<file path="src/c8ie_pkg.sv">
package c8ie_pkg;

	// Sizes
	localparam int STACK_DEPTH_DEF = 16;
	localparam int QUEUE_DEPTH     = 2;
	localparam int ADDR_W          = 12;

	// Program counter reset value and sequential steps
	localparam logic [ADDR_W-1:0] PC_RESET = 12'h200;
	localparam logic [ADDR_W-1:0] PC_STEP  = 12'h002;
	localparam logic [ADDR_W-1:0] PC_SKIP  = 12'h004;

	// Full instruction words decoded exactly in group 0
	localparam logic [15:0] WORD_CLS = 16'h00E0;
	localparam logic [15:0] WORD_RET = 16'h00EE;

	// Instruction groups (top nibble)
	localparam logic [3:0] GRP_SYS     = 4'h0;
	localparam logic [3:0] GRP_JP      = 4'h1;
	localparam logic [3:0] GRP_CALL    = 4'h2;
	localparam logic [3:0] GRP_SE_IMM  = 4'h3;
	localparam logic [3:0] GRP_SNE_IMM = 4'h4;
	localparam logic [3:0] GRP_SE_REG  = 4'h5;
	localparam logic [3:0] GRP_LD      = 4'h6;
	localparam logic [3:0] GRP_ADD     = 4'h7;
	localparam logic [3:0] GRP_SNE_REG = 4'h9;
	localparam logic [3:0] GRP_LDI     = 4'hA;
	localparam logic [3:0] GRP_JP_V0   = 4'hB;
	localparam logic [3:0] GRP_RND     = 4'hC;

	// Operation class handed from decode to execute
	typedef enum logic [3:0] {
		OP_NOP,
		OP_CLS,
		OP_RET,
		OP_JP,
		OP_CALL,
		OP_SE_IMM,
		OP_SNE_IMM,
		OP_SE_REG,
		OP_SNE_REG,
		OP_LD,
		OP_ADD,
		OP_LDI,
		OP_JP_V0,
		OP_RND
	} op_t;

	// Decoded instruction word
	typedef struct packed {
		op_t               op;
		logic [3:0]        x;
		logic [3:0]        y;
		logic [7:0]        nn;
		logic [ADDR_W-1:0] nnn;
	} dec_t;

	// One result word
	typedef struct packed {
		logic [ADDR_W-1:0] next_pc;
		logic              clear_display;
		logic              reg_write;
		logic [3:0]        reg_index;
		logic [7:0]        reg_value;
		logic [ADDR_W-1:0] index_value;
		logic              unimplemented;
		logic              stack_fault;
	} res_t;

endpackage

</file>
<file path="src/c8ie_front.sv">
module c8ie_front
	import c8ie_pkg::*;
(
	input  logic        clk,
	input  logic        arst_n,
	input  logic        in_valid,
	output logic        in_ready,
	input  logic [15:0] instruction_word,
	input  logic [7:0]  random_byte,
	output logic        push,
	output dec_t        push_data,
	input  logic        push_ready
);

	dec_t dec;
	logic f_vld_s1;
	dec_t f_dec_s1;

	// Classify the incoming word
	always_comb begin
		dec.op  = OP_NOP;
		dec.x   = instruction_word[11:8];
		dec.y   = instruction_word[7:4];
		dec.nn  = instruction_word[7:0];
		dec.nnn = instruction_word[11:0];
		case (instruction_word[15:12])
			GRP_SYS: begin
				if (instruction_word == WORD_CLS) begin
					dec.op = OP_CLS;
				end else if (instruction_word == WORD_RET) begin
					dec.op = OP_RET;
				end else begin
					dec.op = OP_NOP;
				end
			end
			GRP_JP:      dec.op = OP_JP;
			GRP_CALL:    dec.op = OP_CALL;
			GRP_SE_IMM:  dec.op = OP_SE_IMM;
			GRP_SNE_IMM: dec.op = OP_SNE_IMM;
			GRP_SE_REG:  dec.op = OP_SE_REG;
			GRP_LD:      dec.op = OP_LD;
			GRP_ADD:     dec.op = OP_ADD;
			GRP_SNE_REG: dec.op = OP_SNE_REG;
			GRP_LDI:     dec.op = OP_LDI;
			GRP_JP_V0:   dec.op = OP_JP_V0;
			GRP_RND: begin
				// mask the random byte here so execute only copies it
				dec.op = OP_RND;
				dec.nn = random_byte & instruction_word[7:0];
			end
			default:     dec.op = OP_NOP;
		endcase
	end

	assign push      = f_vld_s1;
	assign push_data = f_dec_s1;
	assign in_ready  = !f_vld_s1 || push_ready;

	// Hold a decoded word until the queue takes it
	always_ff @(posedge clk or negedge arst_n) begin
		if (!arst_n) begin
			f_vld_s1 <= 1'b0;
		end else if (in_ready) begin
			f_vld_s1 <= in_valid;
		end
	end

	always_ff @(posedge clk) begin
		if (in_valid && in_ready) begin
			f_dec_s1 <= dec;
		end
	end

endmodule

</file>
<file path="src/c8ie_queue.sv">
module c8ie_queue
	import c8ie_pkg::*;
(
	input  logic clk,
	input  logic arst_n,
	input  logic push,
	input  dec_t push_data,
	output logic push_ready,
	input  logic pop,
	output dec_t head,
	output logic head_valid
);

	localparam int PW = (QUEUE_DEPTH > 1) ? $clog2(QUEUE_DEPTH) : 1;
	localparam int CW = $clog2(QUEUE_DEPTH + 1);

	dec_t          mem [QUEUE_DEPTH];
	logic [PW-1:0] wr_ptr_q;
	logic [PW-1:0] rd_ptr_q;
	logic [CW-1:0] cnt_q;
	logic          do_push;
	logic          do_pop;

	assign push_ready = cnt_q < CW'(QUEUE_DEPTH);
	assign head_valid = cnt_q != '0;
	assign head       = mem[rd_ptr_q];
	assign do_push    = push && push_ready;
	assign do_pop     = pop && head_valid;

	// Advance pointers and count
	always_ff @(posedge clk or negedge arst_n) begin
		if (!arst_n) begin
			wr_ptr_q <= '0;
			rd_ptr_q <= '0;
			cnt_q    <= '0;
		end else begin
			if (do_push) begin
				wr_ptr_q <= (wr_ptr_q == PW'(QUEUE_DEPTH - 1)) ? '0 : wr_ptr_q + 1'b1;
			end
			if (do_pop) begin
				rd_ptr_q <= (rd_ptr_q == PW'(QUEUE_DEPTH - 1)) ? '0 : rd_ptr_q + 1'b1;
			end
			if (do_push && !do_pop) begin
				cnt_q <= cnt_q + 1'b1;
			end else if (do_pop && !do_push) begin
				cnt_q <= cnt_q - 1'b1;
			end
		end
	end

	always_ff @(posedge clk) begin
		if (do_push) begin
			mem[wr_ptr_q] <= push_data;
		end
	end

	a_no_overfill: assert property (@(posedge clk) disable iff (!arst_n)
		cnt_q <= CW'(QUEUE_DEPTH))
		else $error("queue count beyond depth");

endmodule

</file>
<file path="src/c8ie_back.sv">
module c8ie_back
	import c8ie_pkg::*;
#(
	parameter int STACK_DEPTH = STACK_DEPTH_DEF
) (
	input  logic              clk,
	input  logic              arst_n,
	input  logic              cfg_we,
	input  logic [ADDR_W-1:0] cfg_data,
	input  dec_t              head,
	input  logic              head_valid,
	output logic              pop,
	output res_t              res,
	output logic              res_valid,
	input  logic              res_ready
);

	localparam int SAW  = (STACK_DEPTH > 1) ? $clog2(STACK_DEPTH) : 1;
	localparam int SP_W = $clog2(STACK_DEPTH + 1);

	// Architectural state
	logic [ADDR_W-1:0] pc_q;
	logic [SP_W-1:0]   sp_q;
	logic [ADDR_W-1:0] idx_q;
	logic [7:0]        v0_q;
	logic [15:0]       rf_vld_q;
	logic [7:0]        rf_mem [16];
	logic [ADDR_W-1:0] stk_mem [STACK_DEPTH];

	// Execute stage
	logic              s2_vld_q;
	dec_t              s2_q;
	logic [7:0]        rx_s2;
	logic [7:0]        ry_s2;
	logic [ADDR_W-1:0] stk_rd_s2;

	// Output register
	logic res_vld_q;
	res_t res_q;

	logic              exec_fire;
	logic              take;
	dec_t              nxt;
	logic [ADDR_W-1:0] pc_seq;
	logic [ADDR_W-1:0] pc_n;
	logic [SP_W-1:0]   sp_n;
	logic [SP_W-1:0]   sp_after;
	logic [ADDR_W-1:0] idx_n;
	logic              stk_we;
	logic [SAW-1:0]    stk_wa;
	logic [SAW-1:0]    stk_ra;
	logic              stk_fire;
	logic              rg_fire;
	res_t              r;

	assign exec_fire = s2_vld_q && (!res_vld_q || res_ready);
	assign take      = head_valid && (!s2_vld_q || exec_fire);
	assign pop       = take;
	assign nxt       = take ? head : s2_q;
	assign pc_seq    = pc_q + PC_STEP;

	// Carry out the word in execute
	always_comb begin
		pc_n   = pc_seq;
		sp_n   = sp_q;
		idx_n  = idx_q;
		stk_we = 1'b0;
		stk_wa = '0;
		r      = '0;
		case (s2_q.op)
			OP_CLS: r.clear_display = 1'b1;
			OP_RET: begin
				if (sp_q == '0) begin
					r.stack_fault = 1'b1;
					sp_n = SP_W'(STACK_DEPTH - 1);
				end else begin
					sp_n = sp_q - 1'b1;
				end
				pc_n = stk_rd_s2;
			end
			OP_JP: pc_n = s2_q.nnn;
			OP_CALL: begin
				stk_we = 1'b1;
				if (sp_q >= SP_W'(STACK_DEPTH)) begin
					r.stack_fault = 1'b1;
					stk_wa = '0;
					sp_n = SP_W'(1);
				end else begin
					stk_wa = sp_q[SAW-1:0];
					sp_n = sp_q + 1'b1;
				end
				pc_n = s2_q.nnn;
			end
			OP_SE_IMM:  if (rx_s2 == s2_q.nn) pc_n = pc_q + PC_SKIP;
			OP_SNE_IMM: if (rx_s2 != s2_q.nn) pc_n = pc_q + PC_SKIP;
			OP_SE_REG:  if (rx_s2 == ry_s2) pc_n = pc_q + PC_SKIP;
			OP_SNE_REG: if (rx_s2 != ry_s2) pc_n = pc_q + PC_SKIP;
			OP_LD: begin
				r.reg_write = 1'b1;
				r.reg_index = s2_q.x;
				r.reg_value = s2_q.nn;
			end
			OP_ADD: begin
				r.reg_write = 1'b1;
				r.reg_index = s2_q.x;
				r.reg_value = rx_s2 + s2_q.nn;
			end
			OP_LDI: idx_n = s2_q.nnn;
			OP_JP_V0: pc_n = s2_q.nnn + {4'b0000, v0_q};
			OP_RND: begin
				r.reg_write = 1'b1;
				r.reg_index = s2_q.x;
				r.reg_value = s2_q.nn;
			end
			OP_NOP: r.unimplemented = 1'b1;
			default: r.unimplemented = 1'b1;
		endcase
		r.next_pc     = pc_n;
		r.index_value = idx_n;
	end

	assign stk_fire = exec_fire && stk_we;
	assign rg_fire  = exec_fire && r.reg_write;

	// Stack entry a return would use once this edge has settled
	assign sp_after = exec_fire ? sp_n : sp_q;
	assign stk_ra   = (sp_after == '0) ? SAW'(STACK_DEPTH - 1) : sp_after[SAW-1:0] - 1'b1;

	// Control and architectural registers
	always_ff @(posedge clk or negedge arst_n) begin
		if (!arst_n) begin
			pc_q      <= PC_RESET;
			sp_q      <= '0;
			idx_q     <= '0;
			v0_q      <= '0;
			rf_vld_q  <= '0;
			s2_vld_q  <= 1'b0;
			res_vld_q <= 1'b0;
		end else begin
			if (cfg_we) begin
				pc_q <= cfg_data;
			end else if (exec_fire) begin
				pc_q <= pc_n;
			end
			if (exec_fire) begin
				sp_q  <= sp_n;
				idx_q <= idx_n;
			end
			if (rg_fire) begin
				rf_vld_q[r.reg_index] <= 1'b1;
				if (r.reg_index == '0) begin
					v0_q <= r.reg_value;
				end
			end
			if (take) begin
				s2_vld_q <= 1'b1;
			end else if (exec_fire) begin
				s2_vld_q <= 1'b0;
			end
			if (exec_fire) begin
				res_vld_q <= 1'b1;
			end else if (res_ready) begin
				res_vld_q <= 1'b0;
			end
		end
	end

	// Register file and stack: write on execute, read for the next word with bypass
	always_ff @(posedge clk) begin
		if (rg_fire) begin
			rf_mem[r.reg_index] <= r.reg_value;
		end
		if (rg_fire && r.reg_index == nxt.x) begin
			rx_s2 <= r.reg_value;
		end else begin
			rx_s2 <= rf_vld_q[nxt.x] ? rf_mem[nxt.x] : 8'h00;
		end
		if (rg_fire && r.reg_index == nxt.y) begin
			ry_s2 <= r.reg_value;
		end else begin
			ry_s2 <= rf_vld_q[nxt.y] ? rf_mem[nxt.y] : 8'h00;
		end
		if (stk_fire) begin
			stk_mem[stk_wa] <= pc_seq;
		end
		if (stk_fire && stk_wa == stk_ra) begin
			stk_rd_s2 <= pc_seq;
		end else begin
			stk_rd_s2 <= stk_mem[stk_ra];
		end
		if (take) begin
			s2_q <= head;
		end
		if (exec_fire) begin
			res_q <= r;
		end
	end

	assign res       = res_q;
	assign res_valid = res_vld_q;

	a_sp_range: assert property (@(posedge clk) disable iff (!arst_n)
		sp_q <= SP_W'(STACK_DEPTH))
		else $error("stack pointer beyond depth");

	a_call_push: assert property (@(posedge clk) disable iff (!arst_n)
		exec_fire && s2_q.op == OP_CALL && sp_q < SP_W'(STACK_DEPTH)
		|=> sp_q == $past(sp_q) + 1'b1)
		else $error("call did not advance stack pointer");

	a_res_excl: assert property (@(posedge clk) disable iff (!arst_n)
		res_vld_q |-> !(res_q.reg_write && res_q.unimplemented))
		else $error("register write on unimplemented word");

	a_res_load: assert property (@(posedge clk) disable iff (!arst_n)
		exec_fire |=> res_vld_q)
		else $error("executed word lost at output");

endmodule

</file>
<file path="src/chip8_instruction_execute.sv">
// Throughput: one instruction word per cycle while out_ready stays high.
// The register file and return stack are read ahead of execute, with bypass
// from the word executing then.
// Reset: PC loads 0x200, byte registers, index and stack pointer clear; stack
// entries stay undefined until written. A config write loads the PC at once.
module chip8_instruction_execute
	import c8ie_pkg::*;
#(
	parameter int STACK_DEPTH = STACK_DEPTH_DEF
) (
	input  logic              clk,
	input  logic              arst_n,
	input  logic              cfg_valid,
	output logic              cfg_ready,
	input  logic [ADDR_W-1:0] start_address,
	input  logic              in_valid,
	output logic              in_ready,
	input  logic [15:0]       instruction_word,
	input  logic [7:0]        random_byte,
	output logic              out_valid,
	input  logic              out_ready,
	output logic [ADDR_W-1:0] next_pc,
	output logic              clear_display,
	output logic              reg_write,
	output logic [3:0]        reg_index,
	output logic [7:0]        reg_value,
	output logic [ADDR_W-1:0] index_value,
	output logic              unimplemented,
	output logic              stack_fault
);

	logic push;
	dec_t push_data;
	logic push_ready;
	logic pop;
	dec_t head;
	logic head_valid;
	res_t res;

	assign cfg_ready = 1'b1;

	c8ie_front u_front (
		.clk              (clk),
		.arst_n           (arst_n),
		.in_valid         (in_valid),
		.in_ready         (in_ready),
		.instruction_word (instruction_word),
		.random_byte      (random_byte),
		.push             (push),
		.push_data        (push_data),
		.push_ready       (push_ready)
	);

	c8ie_queue u_queue (
		.clk        (clk),
		.arst_n     (arst_n),
		.push       (push),
		.push_data  (push_data),
		.push_ready (push_ready),
		.pop        (pop),
		.head       (head),
		.head_valid (head_valid)
	);

	c8ie_back #(
		.STACK_DEPTH (STACK_DEPTH)
	) u_back (
		.clk        (clk),
		.arst_n     (arst_n),
		.cfg_we     (cfg_valid && cfg_ready),
		.cfg_data   (start_address),
		.head       (head),
		.head_valid (head_valid),
		.pop        (pop),
		.res        (res),
		.res_valid  (out_valid),
		.res_ready  (out_ready)
	);

	// Unpack the result word
	assign next_pc       = res.next_pc;
	assign clear_display = res.clear_display;
	assign reg_write     = res.reg_write;
	assign reg_index     = res.reg_index;
	assign reg_value     = res.reg_value;
	assign index_value   = res.index_value;
	assign unimplemented = res.unimplemented;
	assign stack_fault   = res.stack_fault;

endmodule

</file>
<file path="config.mk">
export PLATFORM = sky130hd
export DESIGN_NAME = chip8_instruction_execute
export DESIGN_NICKNAME = d
export VERILOG_FILES = /design/src/c8ie_pkg.sv /design/src/c8ie_front.sv /design/src/c8ie_queue.sv /design/src/c8ie_back.sv /design/src/chip8_instruction_execute.sv
export SDC_FILE = /design/constraint.sdc
export NUM_CORES = 1
export LEC_CHECK = 0
export BUFFER_PORTS_ARGS = -buffer_cell sky130_fd_sc_hd__buf_2
export CORE_MARGIN = 2
export CORE_UTILIZATION = 56
export DETAILED_ROUTE_END_ITERATION = 10
export PLACE_DENSITY = 0.76
export SLEW_MARGIN = 20
export SYNTH_ARGS = -nofsm -noshare
export SYNTH_HDL_FRONTEND = slang
export SYNTH_SLANG_ARGS = --single-unit
</file>
<file path="constraint.sdc">
create_clock -name clk -period 3.1 [get_ports clk]
set_input_delay 0.62 -clock clk [delete_from_list [all_inputs] [get_ports clk]]
set_output_delay 0.62 -clock clk [all_outputs]
set_load 0.01 [all_outputs]
</file>
# After elaboration in Yosys (flattened, before gate mapping)
# Memories as Yosys holds them, arrays and structs flattened. A register that Yosys moved wholly into a read port is not among the register bits.
# Cells that the tools add are included.
# totals
memories	3
inputBits	41
regBits	180
elab_cells	169
latchBits	0
mem_bits_rw	384
mem_bits_ro	0
out_inout_bits	43
# memory_table
name	depth	width	read_ports	rd_clocked_by_memory_dff	write_ports	line	rtl
u_back.stk_mem	16	12	1	1	1	c8ie_back.sv:28	logic [ADDR_W-1:0] stk_mem [STACK_DEPTH];
u_back.rf_mem	16	8	2	0	1	c8ie_back.sv:27	logic [7:0] rf_mem [16];
u_queue.mem	2	32	1	0	1	c8ie_queue.sv:17	dec_t mem [QUEUE_DEPTH];
# classes
n_bitwise	2
n_shift	0
mul	0
n_eq_ne	32
add_sub_neg	11
magnitude_cmp	6
div_mod_pow	0
reduce_logical	33
n_mux	51
# op_table
cell	n
$mux W12	7
$pmux W12 S7	1
$pmux W4 S12	1
$eq A4 B4 Y1 const B	10
$mux W8	5
$eq A16 B8 Y1 const B	2
$eq A4 B3 Y1 const B	8
$mux W28	1
$pmux W13 S2	1
$mux W1	20
$eq A4 B2 Y1 const B	4
$eq A8 B8 Y1	2
$mux W4	4
$ne A8 B8 Y1	2
$or A16 B16 Y16	1
$lt A4 B5 Y1 const B	3
$mux W5	3
$reduce_or A13 Y1	1
$add A12 B2 Y12 const B	1
$add A12 B3 Y12 const B	1
$add A12 B8 Y12	1
$logic_and A1 B1 Y1	12
$logic_not A5 Y1	2
$pmux W5 S2	1
23 further kinds	41

# Depth between registers and ports, before layout
# Gate-level depths: netlist of the first run.
# depth
ltp_word	10
depth_mapped	14
depth_no_buf	10

# Cells and area by module
# From an unflattened synthesis of the first run, not the netlist that was laid out.
# unflattened
cells_unflattened	1817
area_unflattened_um2	25288.0
# modules_own_cells
module	area_each_um2	seq_area_each_um2	instances	cells_per_inst
c8ie_back	21525.6	13469.2	1	1625
c8ie_queue	2655.0	2021.9	1	117
c8ie_front	1096.1	745.7	1	73
chip8_instruction_execute	11.3	0.0	1	2

# Least setup slack after synthesis of the first run
# Ideal clock, no wire load.
# synth_path
kind	input port to flip-flop
startpoint	input out_ready
endpoint	register u_back.res_q, in the netlist u_back.res[0] (enable)
required_time_ps	2681
stages	6
path_buffers	3
setup_time_ps	419
arrival_ps	2792
setup_slack_ps	-112
cell_sequence	nand2b_1 > nand2_1 > inv_1 > clkbuf_1 > clkbuf_1 > buf_1
# synth_via
elab_chain_len	2
# synth_rtl
item	line	rtl
start: declaration	chip8_instruction_execute.sv:21	input logic out_ready,
$logic_or A1 B1 Y1	c8ie_back.sv:56	assign exec_fire = s2_vld_q && (!res_vld_q || res_ready);
$logic_and A1 B1 Y1	c8ie_back.sv:56	
named net u_back.exec_fire	c8ie_back.sv:41	logic exec_fire;
end signal: assignment	c8ie_back.sv:195	res_q <= r;
end: declaration	c8ie_back.sv:39	res_t res_q;
# The timed path passes the listed nets, and every way through them passes these cells.
# A chain may end at the register's enable or synchronous reset.

# Final worst setup path of the first run
# layout_path
startpoint	register u_back.s2_q[0] (netlist bit)
endpoint	register u_back.res_q, in the netlist u_back.res[36] (data pin)
# layout_via
elab_chain_len	2
# layout_rtl
item	line	rtl
start: declaration	c8ie_back.sv:32	dec_t s2_q;
start signal: assignment	c8ie_back.sv:192	s2_q <= head;
$add A12 B8 Y12	c8ie_back.sv:109	OP_JP_V0: pc_n = s2_q.nnn + {4'b0000, v0_q};
$pmux W12 S7	c8ie_back.sv:70	case (s2_q.op)
named net u_back.pc_n[8]	c8ie_back.sv:45	logic [ADDR_W-1:0] pc_n;
# The timed path passes the listed nets, and every way through them passes these cells.

==> metrics.md, run 1 <==
| Metric | Value |
|---|---|
| Clk_skew | `0.0209 ns` |
| DRC viols | `0` |
| Vias | `15900` |
| Post-synth cell types | `84` |
| Root Driver | `clkbuf_16` |
| Largest stage delay, worst path | `0.42 ns` |
| Die H | `213 um` |
| Max Root-Sink Buffers | `3` |
| Final net count | `1996` |
| Routed Antenna Nets | `0` |
| Final setup fails | `0` |
| WS Path Type | `reg2reg` |
| Register clock-pin slew on the reported worst setup and hold paths | `0.07 ns` |
| CTS tree | `built` |
| Slew Limit Fails | `0` |
| Vias in the first global route | `15900` |
| Post-synthesis mux area share | `0.115` |
| Critical Path End Type | `register` |
| Xor/xnor cell area share of the yosys netlist | `0.0191` |
| Vias/cell | `6.21` |
| Num ports | `84` |
| H-Tree Depth | `2` |
| Tightest Pin Transition | `0.879 ns` |
| Seq/Total Area, Yosys | `0.647` |
| Leakage | `10.5 nW` |
| Dominant cells by area after synthesis | `edfxtp_1 (56%), mux4_2 (6.6%), dfrtp_1 (6.1%), nand2_1 (3.4%), mux2i_1 (2.7%)` |
| Initial DRC count | `1754` |
| Ys flop type | `edfxtp_1` |
| Global-route wire length before repair | `96800 um` |
| Largest family of logic cells by synthesized area | `multiplexers` |
| GRT busiest layer | `met2` |
| Worst path bufs/invs | `1` |
| Total track usage | `0.292` |
| Worst path top cell family by delay | `compound AO/OA/AOI/OAI gates` |
| Simple-Gate Fraction of Synth Area | `0.0988` |
| Met1 usage | `0.379` |
| Initial Utilization | `0.567` |
| Async SR Flop Fraction | `0.110` |
| Worst EP arrival | `3.35 ns` |
| Max Cap Violations | `0` |
| Min Hold Slack | `0.132 ns` |
| Routed WL | `64400 um` |
| Syn Area/Cell | `14.0 um2` |
| Synth Warn # | `0` |
| Chip width | `213 um` |
| Crit-path max FO | `3` |
| Tmin final | `2.97 ns` |
| GR Layer Usage met2 | `0.490` |
| Met3 Use GR | `0.0474` |
| DP HPWL | `44600 um` |
| Worst path required time | `3.48 ns` |
| Tot Pwr | `31.2 mW` |
| DRT Pass-1 Iters | `6` |
| Critical Path Start Type | `register` |
| TritonCTS Buffers | `53` |
| Mapped cell area | `0.0244 mm2` |
| Peak VDD IR | `0.583 mV` |
| Core footprint | `0.0430 mm2` |
| Final hold violations | `0` |
| CP cell instances | `ha_1, fa_1, a21o_1, o21ba_2, o21a_1, o41ai_1, buf_4, xnor2_1, nand2_1, a41oi_1` |
| PortBufs | `82` |
| EDFF count, synth | `456` |
| Layout area overhead | `15.4%` |
| Status | `finished clean` |
| Unrepaired setup endpoints after global routing | `false` |
| Synth top area share | `0.562` |
| Pwr Density | `1110 mW/mm2` |
| Commonest non-fill, non-tap cell in the layout | `edfxtp_1` |
| Max Freq | `337 MHz` |
| WL/cell | `25.1 um` |
| Total grt overflow | `0` |
| Layout cells sized above 1 | `0.239` |
| Compound-cell area share of the yosys netlist | `0.0835` |
| Commonest cells after routing, fill and taps aside | `edfxtp_1 (456), nand2_1 (221), buf_4 (136), nor2_1 (86), buf_2 (82)` |
| Gpl congestion | `0.954` |
| Rows | `76` |
| Cell taking the most area after synthesis | `edfxtp_1` |
| Initial antenna violation count | `1` |
| Syn Inst Count | `1739` |
| Hold Crit Class | `in2async` |
| Final period util | `0.958` |
| Crit-path slowest cell | `fa_1` |
| Die area | `0.0452 mm2` |
| Max transition margin | `0.414` |
| Syn nets | `1804` |
| FF+latch count, synth | `544` |
| Adder-Cell Fraction of Synth Area | `0.0129` |
| Clock Latency Late Sink | `0.62 ns` |
| Largest net degree at the start of global routing | `59` |
| CTS Sinks | `544` |
-- power breakdown --
group / internal [mW] / switching [mW] / total, mW
clock network: 3.60 / 2.76 / 6.36
logic: 5.59 / 8.08 / 13.7
registers: 10.1 / 1.11 / 11.2
total: 19.3 / 11.9 / 31.2
-- final timing paths --
check                                                start                         endpoint  slack [ns]  cells past startpoint
max                               u_back.s2_q[0]$_DFFE_PP_         u_back.res[36]$_DFFE_PN_        0.13                     10
min                                                 arst_n  u_back.rf_vld_q[13]$_DFFE_PN0P_        0.13                      1
max reg2reg                       u_back.s2_q[0]$_DFFE_PP_         u_back.res[36]$_DFFE_PN_        0.13                     10
min reg2reg                u_front.push_data[14]$_DFFE_PP_     u_queue.mem[1][14]$_DFFE_PP_        0.44                      0
max in group asynchronous                           arst_n       u_back.pc_q[9]$_DFFE_PN1P_        2.25                      2
min in group clk                                  in_valid         u_front.push$_DFFE_PN0N_        0.21                      2
-- worst register-to-register path, cell delays in order (launching register included) --
cell and delay, ns:
edfxtp_1 0.39, ha_1 0.26, fa_1 0.42, a21o_1 0.20, o21ba_2 0.21, o21a_1 0.18
o41ai_1 0.37, buf_4 0.19, xnor2_1 0.10, nand2_1 0.06, a41oi_1 0.34
-- flip-flops by register name, indices dropped and copies added (netlist names), 2 cells and up, named ones only --
register	cells
u_back.idx_q	12
u_queue.cnt_q	2
u_back.s2_q	32
u_back.ry_s2	8
u_back.rx_s2	8
u_back.res	40
u_back.v0_q	8
u_back.sp_q	5
u_queue.mem	48
u_back.rf_vld_q	16
u_front.push_data	24
u_back.stk_mem	192
u_back.pc_q	12
u_back.rf_mem	128
-- logic make-up after synthesis --
kind of cell	Yosys count
compound gates	282
fa+ha+maj	24
other cells	1
mux	182
flops	544
xor+xnor	53
simple gates	512
buf+inv	141
-- metal layers --
layer  vias up  wire, um  part of all wire
met3       163      4500             0.070
met1      7920     25200              0.39
met2       764     31900              0.50
met4         0      2770             0.043
met5         -         0                 0
li1       7059         -                 -
-- cell usage after synthesis, types with 23 or more instances --
cell type,count
a211oi_1,27
a21oi_1,52
a311oi_1,24
buf_2,24
clkbuf_1,52
dfrtp_1,59
dfxtp_1,28
edfxtp_1,456
inv_1,41
mux2_2,42
mux2i_1,66
mux4_2,71
nand2_1,221
nand2b_1,24
nand3_1,51
nor2_1,88
nor3_1,23
o21ai_0,29
xnor2_1,30
xor2_1,23
-- stage by stage --
stage	TNS, ns	cells	util	worst slack, ns	area (um2)
CTS	0	2559	0.653	0.00810	28100
global route	0	2559	0.654	0.000800	28100
finish	0	2560	0.654	0.130	28100
global placement	-0.0305	2461	0.614	-0.0305	26400
floorplan	0	1739	-	0.00347	24400
detailed placement	-0.00904	2461	0.614	-0.00904	26400
-- what timing repair did --
action | in CTS | in global routing
resized for setup | 0 | 5
hold buffers | 0 | 0
endpoints found under the setup margin | 0 | 21
setup buffers | 0 | 0
-- cell type report --
class | instances | area [um2]
Tap cell | 585 | 732
Fill cell | 3104 | 14900
Antenna cell | 1 | 2.50
Timing Repair Buffer | 230 | 1670
Multi-Input combinational cell | 1054 | 8050
Clock inverter | 33 | 334
Sequential cell | 544 | 15800
Clock buffer | 65 | 1380
Inverter | 48 | 183
Note: power is estimated with default switching activity, not from simulation.
==> run 2: changes to the inputs <==
--- a/config.mk
+++ b/config.mk
@@ -5,11 +5,11 @@
 export SDC_FILE = /design/constraint.sdc
 export NUM_CORES = 1
 export LEC_CHECK = 0
-export BUFFER_PORTS_ARGS = -buffer_cell sky130_fd_sc_hd__buf_2
+export BUFFER_PORTS_ARGS = -buffer_cell sky130_fd_sc_hd__clkbuf_2
 export CORE_MARGIN = 2
-export CORE_UTILIZATION = 56
+export CORE_UTILIZATION = 45
 export DETAILED_ROUTE_END_ITERATION = 10
-export PLACE_DENSITY = 0.76
+export REMOVE_ABC_BUFFERS = 1
 export SLEW_MARGIN = 20
 export SYNTH_ARGS = -nofsm -noshare
 export SYNTH_HDL_FRONTEND = slang
==> metrics.md, run 2 (synthesis gave the netlist of run 1 again) <==
| Metric | Value |
|---|---|
| Status | `finished clean` |
| Largest net degree at the start of global routing | `61` |
| Clk_skew | `0.0231 ns` |
| Top flop regs | `u_back.stk_mem: 192 flops, u_back.rf_mem: 128 flops, u_queue.mem: 48 flops` |
| Clk pwr share | `0.204` |
| Final setup fails | `0` |
| Non-filler instance count after layout | `2695` |
| Die area | `0.0560 mm2` |
| Slew Limit Fails | `0` |
| Commonest cells after routing, fill and taps aside | `edfxtp_1 (456), nand2_1 (221), buf_4 (151), nor2_1 (86), clkbuf_2 (81)` |
| Commonest non-fill, non-tap cell in the layout | `edfxtp_1` |
| Setup TNS | `0 ns` |
| Vias | `15900` |
| Initial Utilization | `0.454` |
| Internal | `19.6 mW` |
| Sequential cell area | `0.0158 mm2` |
| WL/cell | `24.3 um` |
| CTS Hold Bufs | `0` |
| H-Tree Depth | `2` |
| Routed Antenna Nets | `0` |
| Critical Path End Type | `register` |
| Layout cells sized above 1 | `0.248` |
| Max Freq | `335 MHz` |
| Final hold violations | `0` |
| Initial DRC count | `1438` |
| DP HPWL | `44900 um` |
| Crit-path max FO | `3` |
| Tmin final | `2.98 ns` |
| # placed instances | `2591` |
| Critical Path Start Type | `register` |
| DRC viols | `0` |
| Num ports | `84` |
| Ant. Diodes | `0` |
| PortBufs | `82` |
| Max transition margin | `0.333` |
| CTS Sinks | `544` |
| Total grt overflow | `0` |
| Root Driver | `clkbuf_16` |
| Clock Latency Late Sink | `0.62 ns` |
| Max reg flops | `192` |
| Leakage | `10.6 nW` |
| Rows | `85` |
| Tot Pwr | `31.6 mW` |
| Unrepaired setup endpoints after global routing | `true` |
| Global-route wire length before repair | `98400 um` |
| Vias in the first global route | `15600` |
| Hold Crit Class | `in2async` |
| Area of the multi-input gates | `0.00804 mm2` |
| Max Root-Sink Buffers | `3` |
| Die H | `237 um` |
| Layout area overhead | `16.9%` |
| Final net count | `2017` |
| Peak VDD IR | `0.629 mV` |
| Core footprint | `0.0537 mm2` |
| Total track usage | `0.235` |
| DRT Pass-1 Iters | `5` |
| Pwr Density | `1110 mW/mm2` |
| Gpl congestion | `0.906` |
| Switch Pwr | `12.0 mW` |
| Reg with most FFs | `u_back.stk_mem` |
| Fillers | `4421` |
| Vias/cell | `5.89` |
| Min Hold Slack | `0.000944 ns` |
| Chip width | `237 um` |
| Tightest Pin Transition | `1.00 ns` |
| Worst path required time | `3.46 ns` |
| Combinational power share | `0.442` |
| Final period util | `0.962` |
| Worst EP arrival | `3.35 ns` |
| CTS tree | `built` |
| Routed WL | `65600 um` |
| Sw frac | `0.379` |
| Register clock-pin slew on the reported worst setup and hold paths | `0.06 ns` |
| TritonCTS Buffers | `55` |
| Initial antenna violation count | `0` |
| Flop pwr share | `0.354` |
| Max Cap Violations | `0` |
| WS Path Type | `reg2reg` |
==> run 2: timing repair <==
action                                  4_1_cts  5_1_grt
gates resized for setup                       0        4
setup buffers                                 0        0
endpoints found under the setup margin        0        9
==> run 2: final cells by class <==
type,count,area share
Clock inverter,29,0.00773
Multi-Input combinational cell,1054,0.282
Sequential cell,544,0.553
Clock buffer,75,0.0539
Inverter,48,0.00637
Tap cell,696,0.0306
Timing Repair Buffer,249,0.0655
==> run 2: layer usage <==
layer,track usage,up-vias,wire length [um]
li1,-,7118,-
met1,0.330,8052,28400
met2,0.377,588,30900
met3,0.0353,104,4160
met4,0.0807,0,2040
met5,0,-,0
==> run 2: path summary, 6_finish.rpt <==
check / end / start / slack, ns / cells after the start
worst max register to register: u_back.res[38]$_DFFE_PN_ / u_back.s2_q[0]$_DFFE_PP_ / 0.12 / 11
worst min-delay path: u_back.rf_vld_q[15]$_DFFE_PN0P_ / arst_n / 0.0009 / 2
worst min register to register: u_queue.mem[1][21]$_DFFE_PP_ / u_front.push_data[5]$_DFFE_PP_ / 0.45 / 0
worst max-delay path: u_back.res[38]$_DFFE_PN_ / u_back.s2_q[0]$_DFFE_PP_ / 0.12 / 11
min in group clk: u_front.push$_DFFE_PN0N_ / in_valid / 0.20 / 2
max in group asynchronous: u_back.pc_q[9]$_DFFE_PN1P_ / arst_n / 2.75 / 2
==> run 2: through the flow <==
stage                     area (um2)   util  setup WS [ns]
after floorplan                24000      -          -1.40
after global placement         26700  0.497       -0.00334
after detailed placement       26700  0.497        -0.0438
after CTS                      28500  0.530         0.0825
after global routing           28500  0.530        -0.0205
final                          28500  0.530          0.117
==> run 2: worst max-delay path: stages, from the launching register on <==
cell      delay [ns]
edfxtp_1        0.45
ha_1            0.29
fa_1            0.42
a21o_1          0.18
o21ba_2         0.21
o21a_1          0.19
o41ai_1         0.29
buf_4           0.18
nor2_1          0.05
xnor2_1         0.21
o211a_1         0.22
a21oi_1         0.06
==> run 2: power by group through the flow <==
stage	sequential [mW]	combinational, mW	clock (mW)
2_1_floorplan	11.3	7.90	0
3_3_place_gp	11.3	13.7	0
3_5_place_dp	11.3	13.8	0
4_1_cts	11.2	13.9	6.56
5_1_grt	11.3	15.0	6.86
6_report	11.2	14.0	6.45
